File: src/design/assert_macros.svh
// Assertion macros shared by the design files.
// Depends on nothing; compiles to empty bodies when SYNTHESIS is defined.
`ifndef ASSERT_MACROS_SVH
`define ASSERT_MACROS_SVH
`ifndef SYNTHESIS
`define ASSERT_CLK(lbl, clk, rstn, prop, msg) \
    lbl: assert property (@(posedge clk) disable iff (!rstn) (prop)) else $error(msg);
`define ASSERT_ALWAYS(lbl, clk, prop, msg) \
    lbl: assert property (@(posedge clk) (prop)) else $error(msg);
`else
`define ASSERT_CLK(lbl, clk, rstn, prop, msg)
`define ASSERT_ALWAYS(lbl, clk, prop, msg)
`endif
`endif

File: src/design/bch_pkg.sv
// Types and constants of the barometric compensation block.
// Depends on nothing.
`default_nettype none
package bch_pkg;

    localparam int MUL_W = 64;
    localparam int DIV_W = 40;
    localparam int CFG_W = 24;

    localparam int SAMPLE_DIV_SHIFT = 19;
    localparam logic [2:0] SAMPLE_DIV_ODD = 3'd7;
    localparam int HEIGHT_DIV_SHIFT = 2;
    localparam logic [2:0] HEIGHT_DIV_ODD = 3'd3;

    typedef logic [2:0] t_reg_idx;
    localparam t_reg_idx REG_TEMP_COEFFS  = 3'd0;
    localparam t_reg_idx REG_PRESS_OFFSET = 3'd1;
    localparam t_reg_idx REG_PRESS_LINEAR = 3'd2;
    localparam t_reg_idx REG_TEMP_CROSS   = 3'd3;
    localparam t_reg_idx REG_CROSS_LINEAR = 3'd4;
    localparam t_reg_idx REG_PRESS_SQUARE = 3'd5;
    localparam t_reg_idx REG_CROSS_SQUARE = 3'd6;
    localparam t_reg_idx REG_PRESS_CUBE   = 3'd7;

    typedef enum logic [2:0] {
        OP_TEMP    = 3'd0,
        OP_CUBE    = 3'd1,
        OP_SQUARE  = 3'd2,
        OP_LINEAR  = 3'd3,
        OP_TCROSS  = 3'd4,
        OP_TP      = 3'd5,
        OP_CSQUARE = 3'd6,
        OP_CROSS   = 3'd7
    } t_op;

    typedef struct packed {
        logic [23:0] raw_word;
    } t_in_item;

    typedef struct packed {
        logic               is_pressure;
        logic signed [39:0] pressure_q8;
        logic signed [31:0] temperature_q8;
        logic signed [39:0] height_q8;
        logic               height_valid;
    } t_out_item;

    typedef struct packed {
        logic                   done;
        logic                   neg;
        logic [2*MUL_W-1:0]     prod;
    } t_mul_res;

    typedef struct packed {
        logic             done;
        logic [DIV_W-1:0] quo;
    } t_div_res;

endpackage
`default_nettype wire

File: src/design/bch_cdiv.sv
// Serial restoring divider by a small odd constant, one quotient bit per cycle.
// Depends on bch_pkg.
`default_nettype none
module bch_cdiv (
    input  wire logic                       i_clk,
    input  wire logic                       i_rst_n,
    input  wire logic                       i_start,
    input  wire logic [bch_pkg::DIV_W-1:0]  i_dividend,
    input  wire logic [2:0]                 i_divisor,
    output bch_pkg::t_div_res               o_res
);
    localparam int CW = $clog2(bch_pkg::DIV_W);

    logic [bch_pkg::DIV_W-1:0] r_q;
    logic [2:0]                r_rem, r_d;
    logic [CW-1:0]             r_cnt;
    logic                      r_busy, r_done;
    logic [3:0]                trial;
    logic                      ge;
    logic [2:0]                n_rem;

    always_comb begin
        trial = {r_rem, r_q[bch_pkg::DIV_W-1]};
        ge    = trial >= {1'b0, r_d};
        n_rem = ge ? 3'(trial - {1'b0, r_d}) : trial[2:0];
    end

    always_ff @(posedge i_clk) begin
        if (!i_rst_n) begin
            r_busy <= 1'b0;
            r_done <= 1'b0;
            r_cnt  <= '0;
        end else begin
            r_done <= 1'b0;
            if (i_start) begin
                r_busy <= 1'b1;
                r_cnt  <= '0;
            end else if (r_busy) begin
                r_cnt <= r_cnt + 1'b1;
                if (r_cnt == CW'(bch_pkg::DIV_W - 1)) begin
                    r_busy <= 1'b0;
                    r_done <= 1'b1;
                end
            end
        end
    end

    always_ff @(posedge i_clk) begin
        if (i_start) begin
            r_q   <= i_dividend;
            r_rem <= '0;
            r_d   <= i_divisor;
        end else if (r_busy) begin
            r_q   <= {r_q[bch_pkg::DIV_W-2:0], ge};
            r_rem <= n_rem;
        end
    end

    assign o_res.done = r_done;
    assign o_res.quo  = r_q;
endmodule
`default_nettype wire

File: config.mk
export PLATFORM = sky130hd
export DESIGN_NAME = bch_cdiv
export DESIGN_NICKNAME = d
export VERILOG_FILES = /design/src/design/assert_macros.svh /design/src/design/bch_pkg.sv /design/src/design/bch_cdiv.sv
export SDC_FILE = /design/constraint.sdc
export NUM_CORES = 1
export LEC_CHECK = 0
export BUFFER_PORTS_ARGS = -buffer_cell sky130_fd_sc_hd__buf_4
export CORE_UTILIZATION = 25
export CTS_CLUSTER_SIZE = 30
export DETAILED_ROUTE_END_ITERATION = 10
export PLACE_DENSITY_LB_ADDON = 0.15
export SYNTH_ARGS = -nofsm -noshare
export SYNTH_HDL_FRONTEND = slang
export SYNTH_SLANG_ARGS = --single-unit
File: constraint.sdc
create_clock -name i_clk -period 2.65 [get_ports i_clk]
set_input_delay 0.6625 -clock i_clk [delete_from_list [all_inputs] [get_ports i_clk]]
set_output_delay 0.6625 -clock i_clk [all_outputs]
set_load 0.1 [all_outputs]
# After elaboration in Yosys (flattened, before gate mapping)

Cells that the tools add are included.

Output and inout port bits: 41
Input bits: 46
Word-level logic and storage cells: 22
Bits in registers: 54

Equality and inequality tests: 1
$lt $le $gt $ge: 1
Muxes and demuxes: 7
Reductions and logical operators: 3
Bitwise gates (word level): 2
Add/subtract/negate cells: 2

Operators with widths:

| cell                | count |
|---|---|
| $mux 40             | 2 |
| $add 6x1->6 const B | 1 |
| $eq 6x6->1 const B  | 1 |
| $ge 4x3->1          | 1 |
| $mux 1              | 4 |
| $mux 3              | 1 |
| $reduce_or 3->1     | 1 |
| $sub 3x3->3         | 1 |
| $not 1->1           | 2 |
| $reduce_bool 2->1   | 1 |
| $reduce_or 2->1     | 1 |

# Longest topological paths before layout

Depth after elaboration: 4
Mapped depth: 6
Depth with buffers taken out: 6

# Least setup slack after synthesis

OpenSTA, ideal clock, no wires.

Kind: in2reg
Start point: in i_start
End point: reg r_q[0] (netlist name), enable pin
Data arrival time: 2.006 ns
Setup time: 0.394 ns
Stages: 4
Path slack: 0.250 ns
Path through: clkbuf_1 -> buf_2 -> nor2_1 -> inv_1

Word-level cells in the longest chain between the ends: 1

RTL lines:

| item                               | line           | RTL |
|---|---|---|
| from (decl)                        | bch_cdiv.sv:7  | `input wire logic i_start,` |
| $reduce_bool 2->1 (no source line) | -              |  |
| to (signal assigned)               | bch_cdiv.sv:50 | `r_q <= i_dividend;` |
| to (signal assigned)               | bch_cdiv.sv:54 | `r_q <= {r_q[bch_pkg::DIV_W-2:0], ge};` |
| to (decl)                          | bch_cdiv.sv:14 | `logic [bch_pkg::DIV_W-1:0] r_q;` |

No other way between the ends.
A chain may end at the register's enable or synchronous reset.

# Final worst setup path

Start point: reg r_q[39] (netlist name)
End point: reg r_q[0] (netlist name), data pin

Word-level cells in the longest chain between the ends: 3

RTL lines:

| item       | line           | RTL |
|---|---|---|
| $ge 4x3->1 | bch_cdiv.sv:24 | `ge = trial >= {1'b0, r_d};` |
| $mux 40    | bch_cdiv.sv:53 | `end else if (r_busy) begin` |
| $mux 40    | bch_cdiv.sv:49 | `if (i_start) begin` |

No other way between the ends. The select of a mux whose other input is x is not followed.

==> out/summary.txt <==
CTS Root Cell = clkbuf_8
P&R area growth vs syn = 37.2%
Non-Filler Instances = 351
Critical Path AT = 1.94 ns
Core area = 0.00889 mm²
Worst setup SP type = flop
Min cycle time layout = 1.89 ns
Drt drc = 0
Syn_area_per_cell = 15.3 µm²
Ant diodes = 0
Slowest Stage Delay on Critical Path = 0.43 ns
Fin Clk Skew = 0.0103 ns
Synth top area share = 55.1%
Setup_tns = 0 ns
Most instantiated cells after synthesis = 43 x edfxtp_1, 40 x mux2_2, 11 x dfxtp_1
Placer Congestion = 0.685
Hold worst-path end = r_rem[2]$_SDFFE_PP0P_
RR Endpoint = r_q[0]$_DFFE_PP_
Yosys reg bits = 54
First-pass GRT wire length = 7780 µm
Worst Min Path Start = r_rem[2]$_SDFFE_PP0P_
Area leader, netlist = edfxtp_1
Max-slew violation count = 0
Clock Pin Slew Worst Setup and Hold Paths = 0.09 ns
Die area = 0.00977 mm²
Fin crit share = 71.4%
R2R cell count = 6
Final core utilization = 36.2%
Asr flop ratio synth = 0%
RSZ-0062 raised after global routing = no
H-tree depth = 2
Design Power = 2.33 mW
PD cells = 726 mW/mm²
Placed cell area = 0.00312 mm²
Fin nets = 293
Dominant cell by count in the synthesized netlist = edfxtp_1
R2R Setup Slk = 0.76 ns
First-pass detailed-route iteration total = 4
DIE HEIGHT = 98.8 µm
Max Root-Sink Buffers = 2
Hold depth = 1
Layout cells sized above 1 = 56.0%
Cell variety after synth = 33
Vias in the first global route = 1630
DIE WIDTH = 98.8 µm
Filler Cell Count = 864
Placed Instances = 343
Worst vdd ir = 0.289 mV
Num CTS Buffers = 5
Top Ports = 87
Post-CTS setup buffers = 0
Vias per inst = 4.40
Hold WC Path Type = reg -> reg
Critical-path cell with the highest stage delay = edfxtp_1
R2R Path Start = r_q[39]$_DFFE_PP_
WP data required = 2.70 ns
CTS tree = yes
Max Used Layer = met4
Final Hold Viols = 0
Initial DRC Count = 62
Status = finished, final reports clean
Aggregate global routing overflow = 0
Max Cap Viol = 0
Half-perimeter wire length after placement = 3460 µm
Crit end category = flop
Post-route ant nets = 0
WS Path Type = reg -> reg
Final Instance Area = 0.00321 mm²
Total track usage = 10.2%
Worst slew pin tran = 0.503 ns
Post-CTS sizing = 0
Ys flop type = edfxtp_1
Met3 WL post-DR = 317 µm
P_leak = 1.30 nW
IO Port Bufs = 86
M1 WL = 2130 µm
YS warnings = 0
Slew headroom = 66.4%
Net count after synthesis = 204
TritonCTS Sinks = 54
Post-synth EDFFs = 43
Total Wirelength = 4850 µm
Final setup fails = 0
Seq/Total Area, Yosys = 64.5%
Starting Density = 26.4%
Max Freq = 529 MHz
Synth Instances = 153
Crit path max fanout = 5
# rows = 34
Clk Latency, worst-skew pair = 0.30 ns
Synth area leaders = edfxtp_1 55%, mux2_2 19%, dfxtp_1 9.4%, ha_1 2.1%, inv_1 1.3%
Met2 WL = 2360 µm
DR vias = 1546
Post-CTS Hold Buffers = 0
WL per Instance = 13.8 µm
Maximum number of pins on one net before global-route repair = 42
Critical path cell sequence = inv_1 > ha_1 > fa_1 > nor2b_1 > or3_1 > mux2_2
Syn Std Cell Area = 0.00234 mm²
Initial antenna violation count = 0
[metal layers]
layer,vias to the layer above,global-route usage [%]
li1,746,-
met3,5,3.62
met4,0,3.44
met2,48,16.2
met1,747,13.0
met5,-,0
[logic make-up after synthesis]
group / after synthesis / share of synthesized area (%)
and+or+nand+nor: 24 / 5.50
buffers and inverters: 15 / 2.78
adders and majority gates: 5 / 2.99
AOI/OAI and AO/OA: 10 / 3.10
xor gates and xnor gates: 4 / 1.50
muxes: 41 / 19.6
DFF: 54 / 64.5
[critical path, delay by kind of cell (launching register included)]
family                   cells  cell delay [ns]
adder cells (fa/ha/maj)      2             0.36
buffers and inverters        1             0.08
AND/OR/NAND/NOR              2             0.49
flip-flops                   1             0.43
multiplexers                 1             0.28
[layout make-up]
class                           instances  area [µm²]  share of cell area (%)
Sequential cell                        54        1510                    47.0
Multi-Input combinational cell         84         767                    23.9
Timing Repair Buffer                   89         681                    21.2
Tap cell                              108         135                    4.20
Clock buffer                            8        90.1                    2.80
Inverter                                8        30.0                   0.934
[how the worst max path moves through the flow]
stage,startpoint,to
finish,r_q[39]$_DFFE_PP_,r_q[0]$_DFFE_PP_
CTS,r_q[39]$_DFFE_PP_,r_q[0]$_DFFE_PP_
detailed placement,i_start,r_q[28]$_DFFE_PP_
global placement,i_start,r_q[31]$_DFFE_PP_
global route,r_q[39]$_DFFE_PP_,r_q[0]$_DFFE_PP_
floorplan,i_start,r_q[0]$_DFFE_PP_
[power by group]
part	internal, mW	total, mW	leakage (nW)	switching (mW)
Sequential	1.01	1.06	0.521	0.0484
Combinational	0.213	0.808	0.738	0.595
Clock	0.214	0.462	0.0455	0.248
[sequential cells by signal (all words and copies together), names as in the netlist]
name,flops
r_q,40
r_busy,1
r_cnt,6
r_d,3
r_done,1
r_rem,3
[per-stage QoR]
stage | worst slack [ns] | hold WS [ns]
2_1_floorplan | 0.250 | 0.443
3_3_place_gp | 0.694 | 0.474
3_5_place_dp | 0.697 | 0.466
4_1_cts | 0.760 | 0.488
5_1_grt | 0.661 | 0.512
6_report | 0.759 | 0.486
[cells in the final DEF, fill, tap and decap left out, drive strengths merged]
cell | synthesis | layout
o311ai | 2 | 2
inv | 8 | 7
o311a | 1 | 1
nor2b | 1 | 1
a32o | 1 | 1
dfxtp | 11 | 11
and3 | 1 | 1
nor3 | 1 | 1
nand2 | 4 | 4
fa | 1 | 1
ha | 4 | 4
nand4 | 2 | 2
a21boi | 1 | 1
nor2 | 6 | 6
a21oi | 2 | 2
mux2 | 40 | 40
o21ai | 2 | 2
o31ai | 1 | 1
xnor2 | 1 | 1
nor4 | 1 | 1
xor2 | 3 | 3
nand4b | 1 | 1
or4 | 1 | 1
buf | 5 | 89
edfxtp | 43 | 43
clkinv | 0 | 1
clkbuf | 2 | 8
mux2i | 1 | 1
or2 | 1 | 1
nor3b | 1 | 1
or3 | 2 | 2
nand3 | 2 | 2
No activity file was read; power rests on OpenSTA's default activity.
