### src/design/assert_macros.svh
// Assertion macros shared by the design files.
// Depends on nothing; compiles to empty bodies when SYNTHESIS is defined.
`ifndef ASSERT_MACROS_SVH
`define ASSERT_MACROS_SVH
`ifndef SYNTHESIS
`define ASSERT_CLK(lbl, clk, rstn, prop, msg) \
    lbl: assert property (@(posedge clk) disable iff (!rstn) (prop)) else $error(msg);
`define ASSERT_ALWAYS(lbl, clk, prop, msg) \
    lbl: assert property (@(posedge clk) (prop)) else $error(msg);
`else
`define ASSERT_CLK(lbl, clk, rstn, prop, msg)
`define ASSERT_ALWAYS(lbl, clk, prop, msg)
`endif
`endif

### src/design/bch_pkg.sv
// Types and constants of the barometric compensation block.
// Depends on nothing.
`default_nettype none
package bch_pkg;

    localparam int MUL_W = 64;
    localparam int DIV_W = 40;
    localparam int CFG_W = 24;

    localparam int SAMPLE_DIV_SHIFT = 19;
    localparam logic [2:0] SAMPLE_DIV_ODD = 3'd7;
    localparam int HEIGHT_DIV_SHIFT = 2;
    localparam logic [2:0] HEIGHT_DIV_ODD = 3'd3;

    typedef logic [2:0] t_reg_idx;
    localparam t_reg_idx REG_TEMP_COEFFS  = 3'd0;
    localparam t_reg_idx REG_PRESS_OFFSET = 3'd1;
    localparam t_reg_idx REG_PRESS_LINEAR = 3'd2;
    localparam t_reg_idx REG_TEMP_CROSS   = 3'd3;
    localparam t_reg_idx REG_CROSS_LINEAR = 3'd4;
    localparam t_reg_idx REG_PRESS_SQUARE = 3'd5;
    localparam t_reg_idx REG_CROSS_SQUARE = 3'd6;
    localparam t_reg_idx REG_PRESS_CUBE   = 3'd7;

    typedef enum logic [2:0] {
        OP_TEMP    = 3'd0,
        OP_CUBE    = 3'd1,
        OP_SQUARE  = 3'd2,
        OP_LINEAR  = 3'd3,
        OP_TCROSS  = 3'd4,
        OP_TP      = 3'd5,
        OP_CSQUARE = 3'd6,
        OP_CROSS   = 3'd7
    } t_op;

    typedef struct packed {
        logic [23:0] raw_word;
    } t_in_item;

    typedef struct packed {
        logic               is_pressure;
        logic signed [39:0] pressure_q8;
        logic signed [31:0] temperature_q8;
        logic signed [39:0] height_q8;
        logic               height_valid;
    } t_out_item;

    typedef struct packed {
        logic                   done;
        logic                   neg;
        logic [2*MUL_W-1:0]     prod;
    } t_mul_res;

    typedef struct packed {
        logic             done;
        logic [DIV_W-1:0] quo;
    } t_div_res;

endpackage
`default_nettype wire

### src/design/bch_mul.sv
// Serial shift-add multiplier: one multiplier bit per cycle, sign-magnitude.
// Depends on bch_pkg.
`default_nettype none
module bch_mul (
    input  wire logic                     i_clk,
    input  wire logic                     i_rst_n,
    input  wire logic                     i_start,
    input  wire logic signed [63:0]       i_a,
    input  wire logic signed [63:0]       i_b,
    output bch_pkg::t_mul_res             o_res
);
    localparam int CW = $clog2(bch_pkg::MUL_W);

    logic [63:0]   r_hi, r_lo, r_mcand;
    logic [CW-1:0] r_cnt;
    logic          r_busy, r_done, r_neg;
    logic [63:0]   a_mag, b_mag;
    logic [64:0]   sum;

    always_comb begin
        a_mag = i_a[63] ? (~i_a + 64'd1) : i_a;
        b_mag = i_b[63] ? (~i_b + 64'd1) : i_b;
        sum   = {1'b0, r_hi} + (r_lo[0] ? {1'b0, r_mcand} : 65'd0);
    end

    always_ff @(posedge i_clk) begin
        if (!i_rst_n) begin
            r_busy <= 1'b0;
            r_done <= 1'b0;
            r_cnt  <= '0;
        end else begin
            r_done <= 1'b0;
            if (i_start) begin
                r_busy <= 1'b1;
                r_cnt  <= '0;
            end else if (r_busy) begin
                r_cnt <= r_cnt + 1'b1;
                if (r_cnt == CW'(bch_pkg::MUL_W - 1)) begin
                    r_busy <= 1'b0;
                    r_done <= 1'b1;
                end
            end
        end
    end

    always_ff @(posedge i_clk) begin
        if (i_start) begin
            r_hi    <= '0;
            r_lo    <= a_mag;
            r_mcand <= b_mag;
            r_neg   <= i_a[63] ^ i_b[63];
        end else if (r_busy) begin
            r_hi <= sum[64:1];
            r_lo <= {sum[0], r_lo[63:1]};
        end
    end

    assign o_res.done = r_done;
    assign o_res.neg  = r_neg;
    assign o_res.prod = {r_hi, r_lo};
endmodule
`default_nettype wire

### config.mk
export PLATFORM = sky130hd
export DESIGN_NAME = bch_mul
export DESIGN_NICKNAME = d
export VERILOG_FILES = /design/src/design/assert_macros.svh /design/src/design/bch_pkg.sv /design/src/design/bch_mul.sv
export SDC_FILE = /design/constraint.sdc
export NUM_CORES = 1
export LEC_CHECK = 0
export ABC_AREA = 1
export BUFFER_PORTS_ARGS = -buffer_cell sky130_fd_sc_hd__buf_2
export CAP_MARGIN = 20
export CORE_UTILIZATION = 60
export CTS_CLUSTER_SIZE = 24
export DETAILED_ROUTE_END_ITERATION = 16
export PLACE_DENSITY = 0.93
export SLEW_MARGIN = 10
export SYNTH_ARGS = -nofsm -noshare
export SYNTH_HDL_FRONTEND = slang
export SYNTH_SLANG_ARGS = --single-unit
### constraint.sdc
create_clock -name i_clk -period 4.5 [get_ports i_clk]
set_input_delay 0.45 -clock i_clk [delete_from_list [all_inputs] [get_ports i_clk]]
set_output_delay 0.45 -clock i_clk [all_outputs]
set_load 0.02 [all_outputs]
# [Word-level counts from Yosys, hierarchy flattened]
# Cells that the tools add are included.
# Widths: inputs -> output; s select.
[totals] regBits=201 in_bits=131 out_inout_bits=130 wordCells=30
[classes] addsub=4 n_eq_ne=1 mux=9 bitwise=5 reduce_logical=3
[ops] operator="$mux 64" count=4
[ops] operator="$add 64x1->64 const B" count=2
[ops] operator="$not 64->64" count=2
[ops] operator="$add 64x64->65" count=1
[ops] operator="$mux 63" count=1
[ops] operator="$add 6x1->6 const B" count=1
[ops] operator="$eq 6x6->1 const B" count=1
[ops] operator="$mux 1" count=4
[ops] operator="$reduce_or 3->1" count=1
[ops] operator="$not 1->1" count=2
[ops] operator="$reduce_bool 2->1" count=1
[ops] operator="$reduce_or 2->1" count=1
[ops] operator="$xor 1x1->1" count=1

# [Logic depth before layout (Yosys ltp)]
[depth] ltp_word=4 depth_mapped=22 mapped_depth_nobuf=20

# [Worst setup path after synthesis]
# OpenSTA, ideal clock, no wires.
[synth_path] kind="reg-to-reg" from="reg r_lo[0]" to="reg r_hi[31]" setup_time_ns=0.109 arrival_ns=2.599 t_required_ns=4.391 path_slack_ns=1.792 path_stages_with_launch=23 path_buffers=2 synth_period_minus_slack_ns=2.708 path_cell_list="edfxtp_1 > clkbuf_1 > clkbuf_1 > nand2_1 > inv_1 > ha_1 > fa_1 > nand2_1 > inv_1 > nand2_1 > nand2_1 > nand2_1 > nand2_1 > nand2_1 > nand2_1 > nand2_1 > inv_1 > nor2_1 > nor2_1 > nor2_1 > nand2_1 > nand2_1 > inv_1"
[synth_between] elab_chain_len=2
[synth_rtl] item="from (decl)" line="bch_mul.sv:14" source="logic [63:0] r_hi, r_lo, r_mcand;"
[synth_rtl] item="from (signal assigned)" line="bch_mul.sv:49" source="r_lo <= a_mag;"
[synth_rtl] item="from (signal assigned)" line="bch_mul.sv:54" source="r_lo <= {sum[0], r_lo[63:1]};"
[synth_rtl] item="$mux 64" line="bch_mul.sv:23" source="sum = {1'b0, r_hi} + (r_lo[0] ? {1'b0, r_mcand} : 65'd0);"
[synth_rtl] item="$add 64x64->65" line="bch_mul.sv:23"
[synth_rtl] item="to (signal assigned)" line="bch_mul.sv:53" source="r_hi <= sum[64:1];"
[synth_rtl] item="to (decl)" line="bch_mul.sv:14"
# Every way passes these cells.
# A chain may end at the register's enable or synchronous reset.

# [Worst setup path after layout]
[layout_path] from="reg r_lo[0]" to="reg r_hi[63]"
# The elaborated chain is that of the path after synthesis.

==> impl_metrics.csv <==
group,metric,value,unit
placed_design,io_buffers,260,
clock_tree,ctsRootBufferMaster,"clkbuf_16",
power_and_ir_drop,switching_share,35.6,%
yosys,synth_cells,2954,
layout,final_cell_area,0.0205,mm²
routing,viasPerCell,5.57,
setup_path,crit_top_cell,"nand2_1",
power_and_ir_drop,p_switching,2.19,mW
yosys,synth_common_cells,"1031 x nand2_1, 552 x inv_1, 384 x nor2_1",
sta,finalSetupViolCount,0,
layout,nFillCells,2615,
grt,grt_pass1_vias,18100,
worst_hold_path,hold_end,"r_mcand[0]",
yosys,synth.distinct_cells,51,
run_status,outcome,"finished, final reports clean",
sta,hold_violations,0,
sta,clock_skew,0.0140,ns
floorplan,num_rows,62,
setup_path,worstReg2RegEnd,"r_hi[63]",
power_and_ir_drop,power,6.16,mW
clock_tree,cts_setup_buffers,0,
power_and_ir_drop,combPwrFrac,27.4,%
power_and_ir_drop,p_clk_share,34.5,%
setup_path,start_kind,"register",
power_and_ir_drop,seqPwrFrac,38.1,%
power_and_ir_drop,p_leak,11.2,nW
worst_hold_path,hold_depth,1,
yosys,synth-seq-cells,201,
setup_path,crit_arrival,3.48,ns
sta,drv_slew,0,
run,drv_cap,0,
setup_path,worst-r2r-cell-count,17,
placed_design,place_area,0.0196,mm²
routing,wirelength,63900,µm
routing,via_count,20000,
clock_tree,insertion_delay,0.56,ns
yosys,syn_avg_cell_area,6.08,µm²
sta,rsz0062_at_grt,"no",
floorplan,initial_core_util,61.8,%
clock_tree,htreeDepth,1,
layout,diodes,0,
routing,firstDrtPassIters,8,
yosys,ys_async_sr_fraction,0,%
floorplan,die_w,175,µm
sta,tightest_slew,1.12,ns
yosys,synth-seq-area-share,29.6,%
grt,grt_remaining_overflow,0,
sta,finalSetupTns,0,ns
layout,syn2layout_area_growth,13.9,%
sta,post-route-period-util,67.4,%
worst_hold_path,hold_class,"in -> reg",
grt,grt_use_total,40.7,%
yosys,ys_warn_count,0,
clock_tree,ctsResizeCount,0,
yosys,syn_area,0.0180,mm²
power_and_ir_drop,power.density,301,mW/mm²
clock_tree,cts.sinks,201,
yosys,synth_area_leaders,"edfxtp_1 22%, nand2_1 22%, inv_1 12%, dfxtp_1 8.0%, nor2_1 8.0%",
setup_path,worst-path-max-fanout,29,
sta,post-route-min-period,3.03,ns
setup_path,r2r_start,"r_lo[0]",
setup_path,crit_path_cell_trace,"buf_4, nand2_1, inv_1, ha_1, fa_1, nand2_1, inv_1, nand2_1, nand2_1, nand2_1, nand2_1, nand2_1, nand2_1, nand3_1, nand3_1, nand3b_1, a21oi_1",
setup_path,cp-end-kind,"register",
floorplan,die_h,175,µm
yosys,synth_top_area_cell,"edfxtp_1",
routing,drtIter0Drc,2529,
layout,drive_gt1_share,12.1,%
layout,nets,3392,
sta,clock.fmax,330,MHz
floorplan,core,0.0291,mm²
placed_design,place_inst,3551,
layout,fin_util,70.3,%
yosys,synth_most_common_cell,"nand2_1",
yosys,synth_edf_count,129,
yosys,syn_nets,3153,
clock_tree,path_clk_slew,0.06,ns
sta,slew_headroom,25.1,%
clock_tree,cts-buffers-inserted,24,
floorplan,ios,261,
routing,drc,0,
power_and_ir_drop,irDropWorstVdd,0.318,mV
setup_path,worst-setup-path-type,"reg -> reg",
setup_path,reg2reg_slack,1.47,ns
yosys,synth-main-ff-cell,"edfxtp_1",
floorplan,dieArea,0.0306,mm²
routing,avgRoutedWirePerCell,17.8,µm
routing,postRouteAntennaNets,0,
setup_path,slowest_stage,"fa_1",
grt,grt_max_degree,83,
clock_tree,cts_tree,"done",
yosys,synth.top_cell.area_share,21.6,%
clock_tree,ctsHoldBuffers,0,
worst_hold_path,min_from,"i_b[0]",
grt,grt_antenna_before_repair,0,
placed_design,gp_congestion,1.08,
setup_path,worstPathRequired,4.95,ns
layout,finalNonFillerCells,3595,
setup_path,slowest_delay,0.36,ns
grt,grt_pass1_wl,97200,µm
placed_design,hpwl,50800,µm
power_and_ir_drop,power.internal,3.97,mW
clock_tree,clock_path_buffers,3,
==> how the worst max path moves through the flow <==
stage	start	slack, ns	endpoint	cells after the start
6_report	r_lo[0]	1.47	r_hi[63]	17
5_1_grt	r_lo[0]	1.28	r_hi[43]	19
4_1_cts	r_lo[0]	1.56	r_hi[59]	17
3_5_place_dp	r_lo[0]	1.60	r_hi[38]	16
3_3_place_gp	r_lo[0]	1.64	r_hi[43]	19
2_1_floorplan	r_lo[0]	1.79	r_hi[31]	22
==> cells in the final DEF (no fill, tap or decap), types with 6 or more instances in the layout <==
cell type and instances:
nand2_1 1031, inv_1 551, nor2_1 384, buf_2 259
nand3_1 144, edfxtp_1 129, xor2_1 82, dfxtp_1 71
ha_1 67, o21ai_0 66, a21oi_1 59, nor3_1 51
nand4_1 41, o21ai_1 40, xnor2_1 33, clkbuf_16 24
a31oi_1 17, inv_2 16, nor3_2 14, nor2_2 12
buf_4 12, nor4_1 9, nand3b_1 9, or2_2 9
o211ai_1 7, clkinv_1 6, a32o_1 6
==> cells by family after synthesis <==
| family | count (synthesis) | share of synthesized area [%] |
|---|---|---|
| fa+ha+maj | 68 | 4.78 |
| flops | 201 | 29.6 |
| simple gates | 1732 | 40.3 |
| buf+inv | 631 | 13.3 |
| compound gates | 207 | 6.46 |
| xor+xnor | 115 | 5.61 |
==> worst max-delay path: cells and delay by family, from the launching register on <==
| family | cells | cell delay, ns |
|---|---|---|
| simple gates | 11 | 1.31 |
| compound gates | 1 | 0.25 |
| fa+ha+maj | 2 | 0.64 |
| buf+inv | 3 | 0.40 |
| flops | 1 | 0.32 |
==> layout make-up <==
class | instances | area (µm²) | share of cell area (%)
Clock buffer | 31 | 647 | 3.16
Clock inverter | 13 | 198 | 0.966
Inverter | 572 | 2150 | 10.5
Multi-Input combinational cell | 2122 | 10300 | 50.2
Sequential cell | 201 | 5320 | 26.0
Tap cell | 384 | 480 | 2.35
Timing Repair Buffer | 272 | 1400 | 6.83
==> per-stage QoR <==
step / hold WS [ns] / setup WS [ns]
finish: 0.111 / 1.47
floorplan: 0.471 / 1.79
CTS: 0.102 / 1.56
global placement: 0.485 / 1.64
detailed placement: 0.494 / 1.60
global route: 0.110 / 1.28
==> power by group through the flow <==
stage	Combinational [mW]	Sequential, mW	Clock [mW]
finish	1.69	2.35	2.12
global route	1.83	2.36	2.20
CTS	1.65	2.34	2.13
detailed placement	1.63	2.37	0
global placement	1.60	2.37	0
floorplan	0.936	2.45	0
==> sequential cells by signal, indices dropped and copies added (netlist names) <==
register / count
r_hi: 64
r_cnt: 6
r_done: 1
r_neg: 1
r_mcand: 64
r_lo: 64
r_busy: 1
==> per-layer routing <==
layer / global-route usage [%] / vias to the layer above / routed length [µm]
li1: - / 9598 / -
met3: 6.72 / 178 / 7420
met4: 14.3 / 0 / 2360
met5: 0 / - / 0
met1: 57.4 / 9024 / 26600
met2: 62.7 / 1231 / 27500
(Power assumes the default switching activity.)
